## src/hdl/ispd_pkg.sv

```systemverilog
// Shared types, constants and helpers for the inverse Park / SVPWM duty pipeline.
package ispd_pkg;

  // Sine table depth per electrical turn.
  localparam int SINE_ENTRIES = 256;

  // Quarter-wave polynomial coefficients for the sine table, Q15 domain.
  localparam longint POLY_A = 51472;
  localparam longint POLY_B = 21024;
  localparam longint POLY_C = 2320;

  // sqrt(3)/2 in Q1.15.
  localparam logic signed [15:0] HALF_SQRT3 = 16'sd28378;

  // Configuration register indexes and reset values.
  localparam logic CFG_PWM_PERIOD = 1'b0;
  localparam logic CFG_DUTY_SCALE = 1'b1;
  localparam logic [15:0] PERIOD_RESET = 16'd4000;
  localparam logic [31:0] SCALE_RESET  = 32'd18919980;

  // Internal widths.
  localparam int AB_W  = 25;  // alpha, beta in Q.15 volts
  localparam int YZ_W  = 27;  // Y and Z reference voltages in Q.15 volts
  localparam int PR_W  = 60;  // voltage times counts-per-volt product
  localparam int XYZ_W = 46;  // X, Y, Z in Q.16 counts
  localparam int T_W   = 47;  // active times, one negation wider
  localparam int D_W   = 49;  // compare values in Q.16 counts

  // Cycles from an accepted command to its result strobe.
  localparam int LATENCY = 11;

  // Sector numbers.
  localparam logic [2:0] SEC_ZERO = 3'd0;
  localparam logic [2:0] SEC_1    = 3'd1;
  localparam logic [2:0] SEC_2    = 3'd2;
  localparam logic [2:0] SEC_3    = 3'd3;
  localparam logic [2:0] SEC_4    = 3'd4;
  localparam logic [2:0] SEC_5    = 3'd5;
  localparam logic [2:0] SEC_6    = 3'd6;

  typedef struct packed {
    logic signed [15:0] uq;
    logic signed [15:0] ud;
    logic        [15:0] angle;
  } cmd_t;

  typedef struct packed {
    logic [15:0] duty_a;
    logic [15:0] duty_b;
    logic [15:0] duty_c;
    logic [2:0]  sector;
  } result_t;

  // Rotated voltages handed from the transform to the duty stages.
  typedef struct packed {
    logic signed [AB_W-1:0] beta;
    logic signed [YZ_W-1:0] yv;
    logic signed [YZ_W-1:0] zv;
  } volt_t;

  // Map the sign code {-Y>0, -Z>0, X>0} to a sector; codes 0 and 7 map to the zero vector.
  function automatic logic [2:0] sector_of_code(input logic [2:0] code);
    logic [2:0] sec;
    unique case (code)
      3'd1:    sec = SEC_2;
      3'd2:    sec = SEC_6;
      3'd3:    sec = SEC_1;
      3'd4:    sec = SEC_4;
      3'd5:    sec = SEC_3;
      3'd6:    sec = SEC_5;
      default: sec = SEC_ZERO;
    endcase
    return sec;
  endfunction

endpackage

```

## src/hdl/ispd_rotate.sv

```systemverilog
// Inverse Park rotation and Y/Z reference voltages, four register stages.
module ispd_rotate (
  input  logic                clk_i,
  input  logic                rst_ni,
  input  logic                valid_i,
  input  logic signed [15:0]  uq_i,
  input  logic signed [15:0]  ud_i,
  input  logic signed [15:0]  sin_i,
  input  logic signed [15:0]  cos_i,
  output logic                valid_o,
  output ispd_pkg::volt_t     volt_o
);

  localparam int AbW = ispd_pkg::AB_W;
  localparam int YzW = ispd_pkg::YZ_W;

  logic [3:0] vld_q;

  // stage 2: products
  logic signed [31:0] us_q, dc_q, uc_q, ds_q;
  // stage 3: alpha, beta
  logic signed [AbW-1:0] alpha_q, beta3_q;
  logic signed [33:0]    alpha_sum, beta_sum;
  // stage 4: alpha * sqrt3/2
  logic signed [40:0]    ma_q;
  logic signed [AbW-1:0] beta4_q;
  // stage 5: Y, Z
  logic signed [41:0]    bq, y_sum, z_sum;
  logic signed [YzW-1:0] yv_q, zv_q;
  logic signed [AbW-1:0] beta5_q;

  always_ff @(posedge clk_i or negedge rst_ni) begin
    if (!rst_ni) begin
      vld_q <= '0;
    end else begin
      vld_q <= {vld_q[2:0], valid_i};
    end
  end

  always_ff @(posedge clk_i) begin
    us_q <= 32'(uq_i) * 32'(sin_i);
    dc_q <= 32'(ud_i) * 32'(cos_i);
    uc_q <= 32'(uq_i) * 32'(cos_i);
    ds_q <= 32'(ud_i) * 32'(sin_i);
  end

  always_comb begin
    alpha_sum = 34'(dc_q) - 34'(us_q) + 34'sd128;
    beta_sum  = 34'(uc_q) + 34'(ds_q) + 34'sd128;
  end

  always_ff @(posedge clk_i) begin
    alpha_q <= AbW'(alpha_sum >>> 8);
    beta3_q <= AbW'(beta_sum >>> 8);
  end

  always_ff @(posedge clk_i) begin
    ma_q    <= 41'(alpha_q) * 41'(ispd_pkg::HALF_SQRT3);
    beta4_q <= beta3_q;
  end

  always_comb begin
    bq    = 42'(beta4_q) <<< 14;
    y_sum = bq + 42'(ma_q) + 42'sd16384;
    z_sum = bq - 42'(ma_q) + 42'sd16384;
  end

  always_ff @(posedge clk_i) begin
    yv_q    <= YzW'(y_sum >>> 15);
    zv_q    <= YzW'(z_sum >>> 15);
    beta5_q <= beta4_q;
  end

  assign valid_o     = vld_q[3];
  assign volt_o.beta = beta5_q;
  assign volt_o.yv   = yv_q;
  assign volt_o.zv   = zv_q;

endmodule

```

## config.mk

```make
export PLATFORM = sky130hd
export DESIGN_NAME = ispd_rotate
export DESIGN_NICKNAME = d
export VERILOG_FILES = /design/src/hdl/ispd_pkg.sv /design/src/hdl/ispd_rotate.sv
export SDC_FILE = /design/constraint.sdc
export NUM_CORES = 2
export LEC_CHECK = 0
export ABC_AREA = 1
export BUFFER_PORTS_ARGS = -buffer_cell sky130_fd_sc_hd__buf_4
export CAP_MARGIN = 20
export CORE_MARGIN = 4
export CORE_UTILIZATION = 39
export CTS_CLUSTER_SIZE = 16
export DETAILED_ROUTE_END_ITERATION = 7
export GPL_ROUTABILITY_DRIVEN = 0
export PLACE_DENSITY = 0.62
export SLEW_MARGIN = 20
export SYNTH_ARGS = -nofsm -noshare
export SYNTH_HDL_FRONTEND = slang
export SYNTH_SLANG_ARGS = --single-unit
```

## constraint.sdc

```tcl
create_clock -name clk_i -period 6.5 [get_ports clk_i]
set_input_delay 0.975 -clock clk_i [delete_from_list [all_inputs] [get_ports clk_i]]
set_output_delay 0.975 -clock clk_i [all_outputs]
set_load 0.03 [all_outputs]
```

**Word level (Yosys, flattened, before mapping)**

Index checks and enable logic that the tools add are counted.

- Register bits: 326
- Input bits: 67
- Output and inout port bits: 80
- Word-level logic and storage cells: 25

- $add $sub $neg: 8
- Multiply operators: 5

Operators with widths:

| cell | number |
|---|---|
| 16-bit by 16-bit multiplier with 32-bit output | 4 |
| 42-bit by 16-bit adder with 42-bit output, second input constant | 2 |
| 33-bit by 9-bit adder with 33-bit output, second input constant | 2 |
| 39-bit by 41-bit adder with 42-bit output | 1 |
| 39-bit by 41-bit subtractor with 42-bit output | 1 |
| 25-bit by 15-bit multiplier with 40-bit output, second input constant | 1 |
| 32-bit by 32-bit adder with 33-bit output | 1 |
| 32-bit by 32-bit subtractor with 33-bit output | 1 |

**Depth between registers and ports, before layout**

- Depth in word-level cells: 2
- Mapped depth: 25
- Mapped depth without buffers: 24

**Worst setup path before layout**

OpenSTA, ideal clock, no wires.

- Kind: input to register
- From: in ud_i[15]
- To: reg dc_q[31]
- Data arrival time: 5.946 ns
- Path slack: 0.442 ns
- Stages: 23
- Buffers on the path: 1
- Cells stage by stage: clkbuf_1 -> nand2_1 -> inv_1 -> fa_1 -> fa_1 -> inv_1 -> fa_1 -> fa_1 -> inv_1 -> fa_1 -> inv_1 -> fa_1 -> inv_1 -> ha_1 -> nand2_1 -> nor2_1 -> nand2_1 -> nor3_1 -> nand2_1 -> nand3_1 -> inv_1 -> nand2_1 -> nand2_1

- Longest elaborated chain between the ends: 1

Ends and longest elaborated chain:

| element | line | RTL |
|---|---|---|
| start: declaration | ispd_rotate.sv:7 | `input logic signed [15:0] ud_i,` |
| 16-bit by 16-bit multiplier with 32-bit output | ispd_rotate.sv:42 | `dc_q <= 32'(ud_i) * 32'(cos_i);` |
| end signal: assignment | ispd_rotate.sv:42 |  |
| end: declaration | ispd_rotate.sv:20 | `logic signed [31:0] us_q, dc_q, uc_q, ds_q;` |

No other way between the ends.

**Final worst setup path**

- From: in sin_i[4]
- To: reg us_q[16]

- Longest elaborated chain between the ends: 1

Ends and longest elaborated chain:

| element | line | RTL |
|---|---|---|
| start: declaration | ispd_rotate.sv:8 | `input logic signed [15:0] sin_i,` |
| 16-bit by 16-bit multiplier with 32-bit output | ispd_rotate.sv:41 | `us_q <= 32'(uq_i) * 32'(sin_i);` |
| end signal: assignment | ispd_rotate.sv:41 |  |
| end: declaration | ispd_rotate.sv:20 |  |

No other way between the ends.

==> flow_metrics.py <==
metrics = {
    "route": {
        "wire_per_inst_um": 17.23,
        "wirelength_um": 198200,
        "drt-initial-drc-count": 4366,
        "dr.pass1.iters": 6,
        "detail-route-antenna-nets": 0,
        "routed_via_density": 4.886,
        "drc": 0,
        "dr_total_vias": 56230,
    },
    "clocking": {
        "clkTransAtPathRegs_ns": 0.06,
        "cts_resized": 0,
        "cts_max_level": 2,
        "cts_tree": "built",
        "clkSinkCount": 326,
        "worstSkewPairLatency_ns": 0.65,
        "cts_buffers": 41,
        "postCtsSetupBuffers": 0,
        "cts_hold_buf": 0,
        "clockBufferDepth": 3,
        "cts_root_buf": "clkbuf_16",
    },
    "synthesis": {
        "synth_area_leaders": "fa_1 (37%), inv_1 (15%), nand2_1 (13%)",
        "synth_area_sq_mm": 0.06798,
        "syn-num-nets": 11050,
        "netlist-cell-type-count": 39,
        "yosys_register_bits": 326,
        "yosysMostFrequentCell": "inv_1",
        "synth_seq_area_share": 0.09629,
        "async_flop_share": 0.01227,
        "synth_edf_count": 0,
        "avgSynthCellArea_sq_um": 7.509,
        "synthTopCellsByCount": "inv_1 (2649), nand2_1 (2392), fa_1 (1242)",
        "synth_top_area_frac": 0.3657,
        "syn_inst": 9054,
        "synth_top_area_cell": "fa_1",
        "synth_top_flop_cell": "dfxtp_1",
        "yosys_warnings": 0,
    },
    "critical_path": {
        "crit_arrival_ns": 6.69,
        "critPathMostFrequentCell": "fa_1",
        "critical_path_class": "in2reg",
        "required_ns": 7.05,
        "cp_max_fo": 14,
        "crit_family": "adder cells",
        "cp_cell_sequence": "buf_4 > buf_4 > nand2_1 > inv_1 > fa_1 > inv_1 > fa_1 > fa_1 > fa_1 > inv_1 > fa_1 > fa_1 > ha_1 > nand2_1 > nor2_1 > o21ai_0 > nand3_1 > nand2_1 > nand2_1 > xor2_1 > buf_4",
        "start_kind": "input port",
        "slowest_stage": "fa_1",
        "cp-end-kind": "flop",
        "cpPeakStageDelay_ns": 0.56,
        "crit_buf_inv": 6,
    },
    "placed_design": {
        "io_buffer_count": 146,
        "hpwl_um": 168500,
        "placed_cell_area_sq_mm": 0.07237,
    },
    "timing": {
        "fin_skew_ns": 0.05468,
        "rsz0062_at_grt": "no",
        "drv_slew": 0,
        "hold_viol_final": 0,
        "tightest_slew_ns": 0.6552,
        "finalCriticalPeriod_ns": 6.143,
        "setup_viol": 0,
        "fmax_ghz": 0.1628,
        "finalCritPeriodShare": 0.9450,
        "relSlewSlack": 0.5617,
    },
    "grt": {
        "grt_start_max_net_pins": 33,
        "grt_pass1_wl_um": 317800,
        "grt.overflow.total": 0,
        "grt_util_all_layers": 0.2229,
        "first_global_vias": 59030,
        "antenna_found_initial": 7,
    },
    "outcome": {
        "status": "complete, no violations",
    },
    "die": {
        "die_y_um": 425.5,
        "io_pins": 147,
        "core_region_area_sq_mm": 0.1725,
        "die_area_sq_mm": 0.1811,
        "initial_utilization": 0.3941,
        "die_w_um": 425.5,
        "rows": 152,
    },
    "final_layout": {
        "stdcell_area_sq_mm": 0.07382,
        "nNetsFinal": 11160,
        "num-fill-cells": 17540,
        "drive_above_1_share": 0.03914,
        "fin_util": 0.4279,
        "area_growth_pct": 8.582,
    },
    "flow_run": {
        "drv_cap": 0,
    },
    "min_path": {
        "hold_class": "in2async",
    },
}
-- worst paths after layout --
check,slack [ns],endpoint,start,depth (start not counted)
max,0.36,us_q[16]$_DFF_P_,sin_i[4],21
min,0.14,vld_q[3]$_DFF_PN0_,rst_ni,1
min reg2reg,0.31,beta4_q[6]$_DFF_P_,beta3_q[6]$_DFF_P_,0
max reg2reg,1.20,ma_q[35]$_DFF_P_,alpha_q[23]$_DFF_P_,21
max in group asynchronous,6.26,vld_q[2]$_DFF_PN0_,rst_ni,1
min in group clk_i,0.31,beta4_q[6]$_DFF_P_,beta3_q[6]$_DFF_P_,0
-- cells by family (layout without fill, tap and decap cells) --
| logic type | after synthesis | after routing | share of synthesized area |
|---|---|---|---|
| compound gates | 480 | 480 | 0.03806 |
| xor+xnor | 165 | 165 | 0.02126 |
| fa+ha+maj | 1927 | 1927 | 0.4918 |
| buf+inv | 2843 | 2986 | 0.1570 |
| flops | 326 | 326 | 0.09629 |
| other cells | 0 | 2 | 0 |
| simple gates | 3313 | 3313 | 0.1956 |
-- registers in the layout, summed over array words and instances, names as in the netlist --
register  count
zv_q         27
us_q         32
alpha_q      25
ma_q         40
beta5_q      25
yv_q         27
uc_q         32
dc_q         32
ds_q         32
beta4_q      25
beta3_q      25
vld_q         4
-- per-stage QoR --
stage	hold slack [ns]	setup slack (ns)	std cells	TNS, ns
3_3_place_gp	0.3112	-0.09285	11430	-0.1691
3_5_place_dp	0.3121	-0.1237	11430	-0.3192
4_1_cts	0.1060	0.5340	11510	0
2_1_floorplan	0.3096	0.4423	9054	0
6_report	0.1422	0.3572	11510	0
5_1_grt	0.1217	0.1989	11510	0
-- metal layers --
layer / global-route usage / share of wire
met4: 0.08936 / 0.047
met5: 0 / 0
met1: 0.2915 / 0.42
met2: 0.3717 / 0.46
met3: 0.03160 / 0.073
-- layout make-up --
class | instances | area, sq um | area share
Multi-Input combinational cell | 5885 | 50760 | 0.6877
Clock inverter | 24 | 357.8 | 0.004848
Antenna cell | 2 | 5.005 | 0.00006780
Sequential cell | 326 | 6546 | 0.08868
Inverter | 2651 | 9951 | 0.1348
Tap cell | 2310 | 2890 | 0.03915
Timing Repair Buffer | 261 | 2222 | 0.03010
Clock buffer | 50 | 1080 | 0.01463
-- placed cells by master (no fill, tap or decap), drive strengths merged, types with 50 or more instances in the layout --
| cell type | synthesis | layout |
|---|---|---|
| a21oi | 267 | 267 |
| buf | 0 | 261 |
| clkbuf | 192 | 50 |
| dfxtp | 322 | 322 |
| fa | 1242 | 1242 |
| ha | 685 | 685 |
| inv | 2649 | 2655 |
| nand2 | 2401 | 2401 |
| nand3 | 276 | 276 |
| nand4 | 93 | 93 |
| nor2 | 437 | 437 |
| nor3 | 66 | 66 |
| o21ai | 142 | 142 |
| xor2 | 132 | 132 |
Power is left out: the tool's default activity adds up to more than one toggle a clock period on the data nets, which glitch-free logic cannot reach.
