`config.mk`:
```
export PLATFORM = sky130hd
export DESIGN_NAME = ispd_sine_rom
export DESIGN_NICKNAME = d
export VERILOG_FILES = /design/src/hdl/ispd_pkg.sv /design/src/hdl/ispd_sine_rom.sv
export SDC_FILE = /design/constraint.sdc
export NUM_CORES = 1
export LEC_CHECK = 0
export ABC_AREA = 1
export BUFFER_PORTS_ARGS = -buffer_cell sky130_fd_sc_hd__buf_2
export CORE_MARGIN = 1
export CORE_UTILIZATION = 40
export CTS_CLUSTER_DIAMETER = 40
export DETAILED_ROUTE_END_ITERATION = 8
export PLACE_DENSITY = 0.6
export SETUP_SLACK_MARGIN = 0.05
export SLEW_MARGIN = 10
export SYNTH_ARGS = -nofsm -noshare
export SYNTH_HDL_FRONTEND = slang
export SYNTH_SLANG_ARGS = --single-unit
```
`constraint.sdc`:
```
create_clock -name clk_i -period 2.5 [get_ports clk_i]
set_input_delay 0 -clock clk_i [delete_from_list [all_inputs] [get_ports clk_i]]
set_output_delay 0 -clock clk_i [all_outputs]
set_load 0.05 [all_outputs]
```
`src/hdl/ispd_pkg.sv`:
```
// Shared types, constants and helpers for the inverse Park / SVPWM duty pipeline.
package ispd_pkg;

  // Sine table depth per electrical turn.
  localparam int SINE_ENTRIES = 256;

  // Quarter-wave polynomial coefficients for the sine table, Q15 domain.
  localparam longint POLY_A = 51472;
  localparam longint POLY_B = 21024;
  localparam longint POLY_C = 2320;

  // sqrt(3)/2 in Q1.15.
  localparam logic signed [15:0] HALF_SQRT3 = 16'sd28378;

  // Configuration register indexes and reset values.
  localparam logic CFG_PWM_PERIOD = 1'b0;
  localparam logic CFG_DUTY_SCALE = 1'b1;
  localparam logic [15:0] PERIOD_RESET = 16'd4000;
  localparam logic [31:0] SCALE_RESET  = 32'd18919980;

  // Internal widths.
  localparam int AB_W  = 25;  // alpha, beta in Q.15 volts
  localparam int YZ_W  = 27;  // Y and Z reference voltages in Q.15 volts
  localparam int PR_W  = 60;  // voltage times counts-per-volt product
  localparam int XYZ_W = 46;  // X, Y, Z in Q.16 counts
  localparam int T_W   = 47;  // active times, one negation wider
  localparam int D_W   = 49;  // compare values in Q.16 counts

  // Cycles from an accepted command to its result strobe.
  localparam int LATENCY = 11;

  // Sector numbers.
  localparam logic [2:0] SEC_ZERO = 3'd0;
  localparam logic [2:0] SEC_1    = 3'd1;
  localparam logic [2:0] SEC_2    = 3'd2;
  localparam logic [2:0] SEC_3    = 3'd3;
  localparam logic [2:0] SEC_4    = 3'd4;
  localparam logic [2:0] SEC_5    = 3'd5;
  localparam logic [2:0] SEC_6    = 3'd6;

  typedef struct packed {
    logic signed [15:0] uq;
    logic signed [15:0] ud;
    logic        [15:0] angle;
  } cmd_t;

  typedef struct packed {
    logic [15:0] duty_a;
    logic [15:0] duty_b;
    logic [15:0] duty_c;
    logic [2:0]  sector;
  } result_t;

  // Rotated voltages handed from the transform to the duty stages.
  typedef struct packed {
    logic signed [AB_W-1:0] beta;
    logic signed [YZ_W-1:0] yv;
    logic signed [YZ_W-1:0] zv;
  } volt_t;

  // Map the sign code {-Y>0, -Z>0, X>0} to a sector; codes 0 and 7 map to the zero vector.
  function automatic logic [2:0] sector_of_code(input logic [2:0] code);
    logic [2:0] sec;
    unique case (code)
      3'd1:    sec = SEC_2;
      3'd2:    sec = SEC_6;
      3'd3:    sec = SEC_1;
      3'd4:    sec = SEC_4;
      3'd5:    sec = SEC_3;
      3'd6:    sec = SEC_5;
      default: sec = SEC_ZERO;
    endcase
    return sec;
  endfunction

endpackage

```
`src/hdl/ispd_sine_rom.sv`:
```
// Sine/cosine lookup table with two registered read ports addressed by the angle.
module ispd_sine_rom #(
  parameter int Entries = ispd_pkg::SINE_ENTRIES
) (
  input  logic               clk_i,
  input  logic [15:0]        angle_i,
  output logic signed [15:0] sin_o,
  output logic signed [15:0] cos_o
);

  localparam int IdxW = $clog2(Entries);
  localparam logic [IdxW:0] EntW   = (IdxW+1)'(Entries);
  localparam logic [IdxW:0] QuartW = (IdxW+1)'(Entries / 4);

  typedef logic signed [15:0] tab_t [Entries];

  function automatic tab_t build_table();
    tab_t   tab;
    longint p, q, r, x, x2, t, s;
    for (int i = 0; i < Entries; i++) begin
      p = ((longint'(i) * 65536) / Entries) & 65535;
      q = p >> 14;
      r = p & 16383;
      x = q[0] ? (32768 - (r << 1)) : (r << 1);
      x2 = (x * x) >> 15;
      t = ispd_pkg::POLY_B - ((ispd_pkg::POLY_C * x2) >> 15);
      t = ispd_pkg::POLY_A - ((t * x2) >> 15);
      s = (x * t) >> 15;
      if (s > 32767) s = 32767;
      tab[i] = (q >= 2) ? 16'(-s) : 16'(s);
    end
    return tab;
  endfunction

  localparam tab_t SineTab = build_table();

  logic [16+IdxW-1:0] scaled;
  logic [IdxW-1:0]    sin_idx;
  logic [IdxW:0]      cos_sum;
  logic [IdxW-1:0]    cos_idx;

  always_comb begin
    scaled  = (16+IdxW)'(angle_i) * (16+IdxW)'(Entries);
    sin_idx = scaled[16+IdxW-1:16];
    cos_sum = {1'b0, sin_idx} + QuartW;
    // wrap past a full turn
    if (cos_sum >= EntW) begin
      cos_sum = cos_sum - EntW;
    end
    cos_idx = cos_sum[IdxW-1:0];
  end

  always_ff @(posedge clk_i) begin
    sin_o <= SineTab[sin_idx];
    cos_o <= SineTab[cos_idx];
  end

endmodule

```
# After elaboration in Yosys (flattened, before gate mapping)
# Memory sizes are Yosys's and may differ from the RTL's. A register that Yosys moved wholly into a read port is not among the register bits.
# Index checks and enable logic that the tools add are counted.
dict set report word_totals {
  in_bits 17
  n_memories 2
  wordCells 8
  output_inout_bits 32
  reg_bits 0
  rom_bits 8192
}
# name words width rd rd_ports_with_merged_regs write_ports line
set memory_table {}
lappend memory_table {{(no name shown)} 256 16 1 1 0 ispd_sine_rom.sv:55} ;# cos_o <= SineTab[cos_idx];
lappend memory_table {{(no name shown)} 256 16 1 1 0 ispd_sine_rom.sv:54} ;# sin_o <= SineTab[sin_idx];
dict set report classes {
  mux 1
  bitwise_logic 2
  n_addsub 2
  n_lt_le_gt_ge 1
}
# op count
set ops {}
lappend ops {{inverter 8 -> 9 bit} 2}
lappend ops {{adder 8 x 7 -> 9 bit, second input constant} 1}
lappend ops {{greater-or-equal comparator 9 bit, second input constant} 1}
lappend ops {{2-to-1 mux 8 bit} 1}
lappend ops {{subtractor 8 x 1 -> 8 bit, second input constant} 1}

# Depth between registers and ports, before layout
# Gate-level depths: netlist of the first run.
dict set report logic_depth {
  word_depth 4
  ltp_mapped 16
  depth_no_buf 15
}

# Least setup slack after synthesis of the first run
# No wires, ideal clock.
dict set report synth_timing {
  path_type {input-to-reg}
  startpoint {in angle_i[9]}
  endpoint {reg sin_o[5]}
  arrival_time_ns 1.723
  stages 14
  required_ns 2.388
  path_slack_ns 0.665
  setup_ns 0.112
  n_path_buf 2
  cell_sequence {buf_4 -> clkinv_1 -> ha_1 -> nand2_1 -> clkbuf_1 -> nand2_1 -> nand2_1 -> nand2_1 -> nand2_1 -> nand3_1 -> nand3_1 -> nand2_1 -> inv_1 -> nand2_1}
}
dict set report synth_via {
  elab_chain_len 1
}
# item line
set synth_rtl {}
lappend synth_rtl {{start: declaration} ispd_sine_rom.sv:6} ;# input logic [15:0] angle_i,
lappend synth_rtl {{inverter 8 -> 9 bit (not written as such)} ispd_sine_rom.sv:54}
lappend synth_rtl {{end: declaration} ispd_sine_rom.sv:7} ;# output logic signed [15:0] sin_o,
# Every way passes these cells.

# Worst setup path after layout of the first run
dict set report layout_timing {
  startpoint {in angle_i[9]}
  endpoint {reg sin_o[6]}
}
# Same word-level chain as after synthesis.

==> impl_results.md, run 1 <==
* Outcome: finished clean
* Num Clock Sinks at 32
* CTS Root Buffer Type: clkbuf_16
* Synthesis-to-finish area growth at 12.8%
* Compound-Gate Fraction of Synth Area at 0.0890
* Largest net degree at the start of global routing at 57
* Switching part of the total at 0.496
* Startpoint Class: input port
* First-pass GRT wire length at 41.7 mm
* Post-synthesis register bit count at 32
* Die Wd at 117 microns
* Post-Route WL at 28.2 mm
* Share of cells above drive strength 1 at 0.0985
* Site row count at 41
* Vias at 7562
* Core area at 0.0127 sq mm
* Static leakage at 3.26 nW
* Final layout net count at 1122
* Boundary Pins at 49
* Placer Congestion at 1.03
* Syn Std Cell Area at 0.00527 sq mm
* Slew margin rel. at 0.499
* Buffers on Ports at 40
* Number of synthesized flops with an enable pin at 0
* Clock transition at the registers of the reported paths at 0.06 ns
* Dpl cell area at 0.00578 sq mm
* Initial antenna violation count at 0
* Post-DRT Antenna Nets at 0
* Detailed-route vias per instance at 6.01
* Clock power frac at 0.253
* Synth Area in Adders at 0.0475
* Total gr overflow at 0
* RSZ-0062 raised after global routing: no
* PostCTS Resize Cnt at 0
* Worst-margin pin slew at 0.750 ns
* Final instance area at 0.00595 sq mm
* Setup TNS at 0 ns
* Max Freq at 532 MHz
* Yosys warns at 0
* 1st-iter DRT viols at 1215
* Critical path type: input port to flop
* Seq pwr share at 0.209
* Seq/Total Area, Yosys at 0.122
* Clock Tree Buf Depth at 2
* Count of cell types in the netlist at 29
* Top FF cell, synth: dfxtp_1
* Remaining DRCs at 0
* Commonest non-fill, non-tap cell in the layout: nand2_1
* CTS Buf Count at 5
* Worst-path fanout max at 8
* Hold path depth at 3
* Most frequent cells in the layout: 458 x nand2_1, 238 x nand3_1, 62 x nor2_1, 60 x inv_1
* Post-synthesis simple-gate area fraction at 0.633
* Post-route minimum period at 1.88 ns
* XOR/XNOR Fraction of Synth Area at 0
* Largest family of logic cells by synthesized area: simple AND/OR/NAND/NOR gates
* Worst vdd ir at 0.247 mV
* Fin crit share at 0.751
* WL/cell at 22.4 microns
* Post-DP HPWL at 21.1 mm
* Psw at 1.42 mW
* Combinational share of power at 0.537
* Cts hold-fix bufs at 0
* Mux cell area share after synthesis at 0
* Setup violators final at 0
* Ys async rst share at 0
* Post-CTS Setup Repair Bufs at 0
* Synthesized net count at 1101
* Initial core utilization at 0.414
* Avg Cell Area, Syn at 4.95 sq um
* Final Hold Violating Endpoints at 0
* H-tree levels at 2
* TritonCTS clock tree: built
* Worst hold path type: input port to flop
* # Max-Cap Violations at 0
* Worst EP required at 2.70 ns
* First-pass iteration count of the detailed router at 6
* Max Slew Vio Count at 0
* Synth area leaders: nand2_1 33%, nand3_1 23%, dfxtp_1 12%
* Top-area cell type share of the netlist area at 0.326
* Synth Instances at 1064
* CP arrival at 2.08 ns
* Vias in the first global route at 6662
* Pint at 1.44 mW
* Largest area contributor in the netlist: nand2_1
* GRT Total Usage at 0.428
* Die footprint at 0.0136 sq mm
* Setup crit end kind: flop
* Diodes inserted at 0
* Power Dens Cells at 481 mW/mm^2
* Die Height at 117 microns
power groups by stage:
stage	clock, mW	combinational (mW)	sequential, mW
after detailed placement	0	1.48	0.611
after global routing	0.760	1.64	0.613
after CTS	0.737	1.49	0.600
after floorplan	0	0.748	0.879
after global placement	0	1.49	0.609
final	0.725	1.54	0.599
cell families (layout without fill, tap and decap cells):
kind of cell / Yosys count / count (layout)
compound gates: 87 / 87
fa+ha+maj: 20 / 20
buf+inv: 136 / 158
flops: 32 / 32
simple gates: 789 / 789
critical path, stage by stage:
cell      delay, ns
buf_2          0.18
clkinv_1       0.11
ha_1           0.47
inv_2          0.13
nand2_1        0.32
nand3_1        0.21
nand3_1        0.14
nand3_1        0.19
nand3_1        0.15
nand2_1        0.06
inv_1          0.05
nand2_1        0.05
routing by layer:
layer  track usage  wire [microns]
met1         0.562           11100
met2         0.632           11700
met3         0.110            3630
met4         0.242            1740
met5             0               0
metrics by stage:
stage	power, mW	setup WS [ns]	instances	utilization	hold WS, ns
after floorplan	1.63	0.665	1064	-	0.168
after global placement	2.10	0.418	1250	0.454	0.287
after detailed placement	2.10	0.395	1250	0.454	0.301
after CTS	2.83	0.705	1258	0.467	0.000705
after global routing	3.02	0.455	1258	0.467	0.0120
final	2.86	0.621	1258	0.467	0.00190
final cells by class:
class                      count  area (sq um)
clock buffer                   5           125
sequential                    32           641
multi-input combinational    896          4060
tap                          172           215
timing repair buffer          83           611
inverter                      67           251
fill                        1493          6780
clock inverter                 3          42.5
worst paths after layout:
| path | start | endpoint |
|---|---|---|
| setup / recovery | angle_i[9] | sin_o[6] |
| hold / removal | angle_i[14] | cos_o[0] |
cells in the mapped netlist (6+ instances only):
library cell	instances
nand2_1	458
nand3_1	238
nor2_1	64
inv_1	60
a21oi_1	40
buf_2	34
dfxtp_1	32
o21ai_0	27
clkbuf_1	22
ha_1	20
nand4_1	17
buf_1	9
nand2_2	6
o211ai_1	6
flip-flops by register name, indices dropped and copies added, names as in the netlist:
register  cells
cos_o        16
sin_o        16
Note: power is estimated with default switching activity, not from simulation.
==> run 2, diff against run 1 <==
==> constraint.sdc (replaced) <==
create_clock -name clk_i -period 1.95 [get_ports clk_i]
set_input_delay 0 -clock clk_i [delete_from_list [all_inputs] [get_ports clk_i]]
set_output_delay 0 -clock clk_i [all_outputs]
set_load 0.05 [all_outputs]
==> impl_results.md, run 2 (synthesis results as in run 1) <==
* Combinational share of power at 0.553 (was 0.537)
* Final Hold Violating Endpoints at 0 (unchanged)
* Startpoint Class: input port (unchanged)
* H-tree levels at 2 (unchanged)
* First-pass GRT wire length at 42.9 mm (was 41.7 mm)
* Critical path type: input port to flop (unchanged)
* Design Power at 3.78 mW (was 2.86 mW)
* Largest net degree at the start of global routing at 52 (was 57)
* Placer Congestion at 1.04 (was 1.03)
* Total gr overflow at 0 (unchanged)
* 1st-iter DRT viols at 1144 (was 1215)
* Initial antenna violation count at 0 (unchanged)
* Switching part of the total at 0.488 (was 0.496)
* Post-DP HPWL at 22.5 mm (was 21.1 mm)
* Final layout net count at 1177 (was 1122)
* Die Height at 117 microns (unchanged)
* Diodes inserted at 0 (unchanged)
* Remaining DRCs at 0 (unchanged)
* Setup TNS at 0 ns (unchanged)
* GRT Total Usage at 0.441 (was 0.428)
* Cts hold-fix bufs at 1 (was 0)
* Seq pwr share at 0.203 (was 0.209)
* Fin crit share at 0.868
* Num Clock Sinks at 32 (unchanged)
* Vias in the first global route at 6900 (was 6662)
* Max Slew Vio Count at 0 (unchanged)
* # Max-Cap Violations at 0 (unchanged)
* Cell count after placement at 1304 (was 1250)
* Clock transition at the registers of the reported paths at 0.06 ns (about the same)
* CTS Buf Count at 5 (unchanged)
* CP arrival at 1.86 ns (was 2.08 ns)
* Most frequent cells in the layout: 458 x nand2_1, 238 x nand3_1, 88 x buf_4, 62 x nor2_1, 60 x inv_1 (was 458 x nand2_1, 238 x nand3_1, 62 x nor2_1, 60 x inv_1)
* TritonCTS clock tree: built (unchanged)
* Clock power frac at 0.243 (was 0.253)
* Post-Route WL at 29.4 mm (was 28.2 mm)
* Commonest non-fill, non-tap cell in the layout: nand2_1 (unchanged)
* Setup crit end kind: flop (unchanged)
* CTS Root Buffer Type: clkbuf_16 (unchanged)
* Power Dens Cells at 593 mW/mm^2 (was 481 mW/mm^2)
* Worst vdd ir at 0.349 mV (was 0.247 mV)
* Post-route minimum period at 1.69 ns
* Max Freq at 591 MHz
* Initial core utilization at 0.414 (unchanged)
* Setup violators final at 0 (unchanged)
* Pint at 1.94 mW (was 1.44 mW)
* Worst-path fanout max at 8 (unchanged)
* Site row count at 41 (unchanged)
* Vias at 7756 (was 7562)
* Clock Tree Buf Depth at 2 (unchanged)
* Die footprint at 0.0136 sq mm (unchanged)
* Buffers on Ports at 40 (unchanged)
* Detailed-route vias per instance at 5.91 (was 6.01)
* FILL cells at 1501 (was 1493)
* Core area at 0.0127 sq mm (unchanged)
* Slew margin rel. at 0.523 (was 0.499)
* Static leakage at 3.53 nW (was 3.26 nW)
* Worst EP required at 2.12 ns (was 2.70 ns)
* First-pass iteration count of the detailed router at 5 (was 6)
* Post-CTS Setup Repair Bufs at 0 (unchanged)
* Synthesis-to-finish area growth at 21.1% (was 12.8%)
* Share of cells above drive strength 1 at 0.141 (was 0.0985)
* Worst hold path type: input port to flop (unchanged)
* PostCTS Resize Cnt at 0 (unchanged)
* Worst-margin pin slew at 0.715 ns (was 0.750 ns)
* WL/cell at 22.4 microns (about the same)
* Psw at 1.85 mW (was 1.42 mW)
* Top flop regs: cos_o x16, sin_o x16 (unchanged)
* Post-DRT Antenna Nets at 0 (unchanged)
* RSZ-0062 raised after global routing: no (unchanged)
* Post-route insts no fill at 1313 (was 1258)
* Boundary Pins at 49 (unchanged)
* Die Wd at 117 microns (unchanged)
* Outcome: finished clean (unchanged)
run 2: cell count changes in the layout (fill, tap and decap cells not counted), sizes merged:
cell,change
buf,+54
dlygate4sd3,+1
run 2: metal layers:
layer,global-route usage,share of wire,up-vias,wire length [microns]
li1,-,-,3616,-
met1,0.579,0.39,3422,11500
met2,0.657,0.41,599,12200
met3,0.114,0.13,119,3890
met4,0.245,0.062,0,1820
met5,0,0,-,0
run 2: worst max-delay path: stages:
cell and delay (ns):
buf_2 0.13, inv_1 0.10, ha_1 0.32, nand2_1 0.41, nand3_1 0.29, nand3_1 0.27, nand3_1 0.14, nand3_1 0.10
nand4_1 0.10
run 2: metrics by stage:
step / instance area (sq um) / hold slack [ns] / setup slack [ns] / utilization
after global placement: 6210 / 0.291 / 0.0239 / 0.488
after floorplan: 5270 / 0.168 / 0.115 / -
after global routing: 6390 / 0.0580 / 0.179 / 0.502
after CTS: 6390 / 0.0485 / 0.358 / 0.502
after detailed placement: 6210 / 0.305 / 0.0483 / 0.488
final: 6390 / 0.0510 / 0.258 / 0.502
run 2: worst paths after layout:
kind / cells after the start / start / to / slack (ns)
setup / recovery: 9 / angle_i[8] / cos_o[7] / 0.26
hold / removal: 3 / angle_i[15] / sin_o[15] / 0.05
run 2: area by class of cell:
class | instances | area [sq um] | area share
Clock buffer | 5 | 125 | 0.0196
Clock inverter | 3 | 42.5 | 0.00666
Inverter | 67 | 251 | 0.0394
Multi-Input combinational cell | 896 | 4060 | 0.636
Sequential cell | 32 | 641 | 0.100
Tap cell | 172 | 215 | 0.0337
Timing Repair Buffer | 138 | 1050 | 0.165
run 2: power by group through the flow:
stage | clock (mW) | combinational (mW) | sequential, mW
floorplan | 0 | 0.960 | 1.13
global placement | 0 | 2.03 | 0.782
detailed placement | 0 | 2.02 | 0.783
CTS | 0.945 | 2.03 | 0.771
global route | 0.959 | 2.22 | 0.784
finish | 0.921 | 2.09 | 0.769
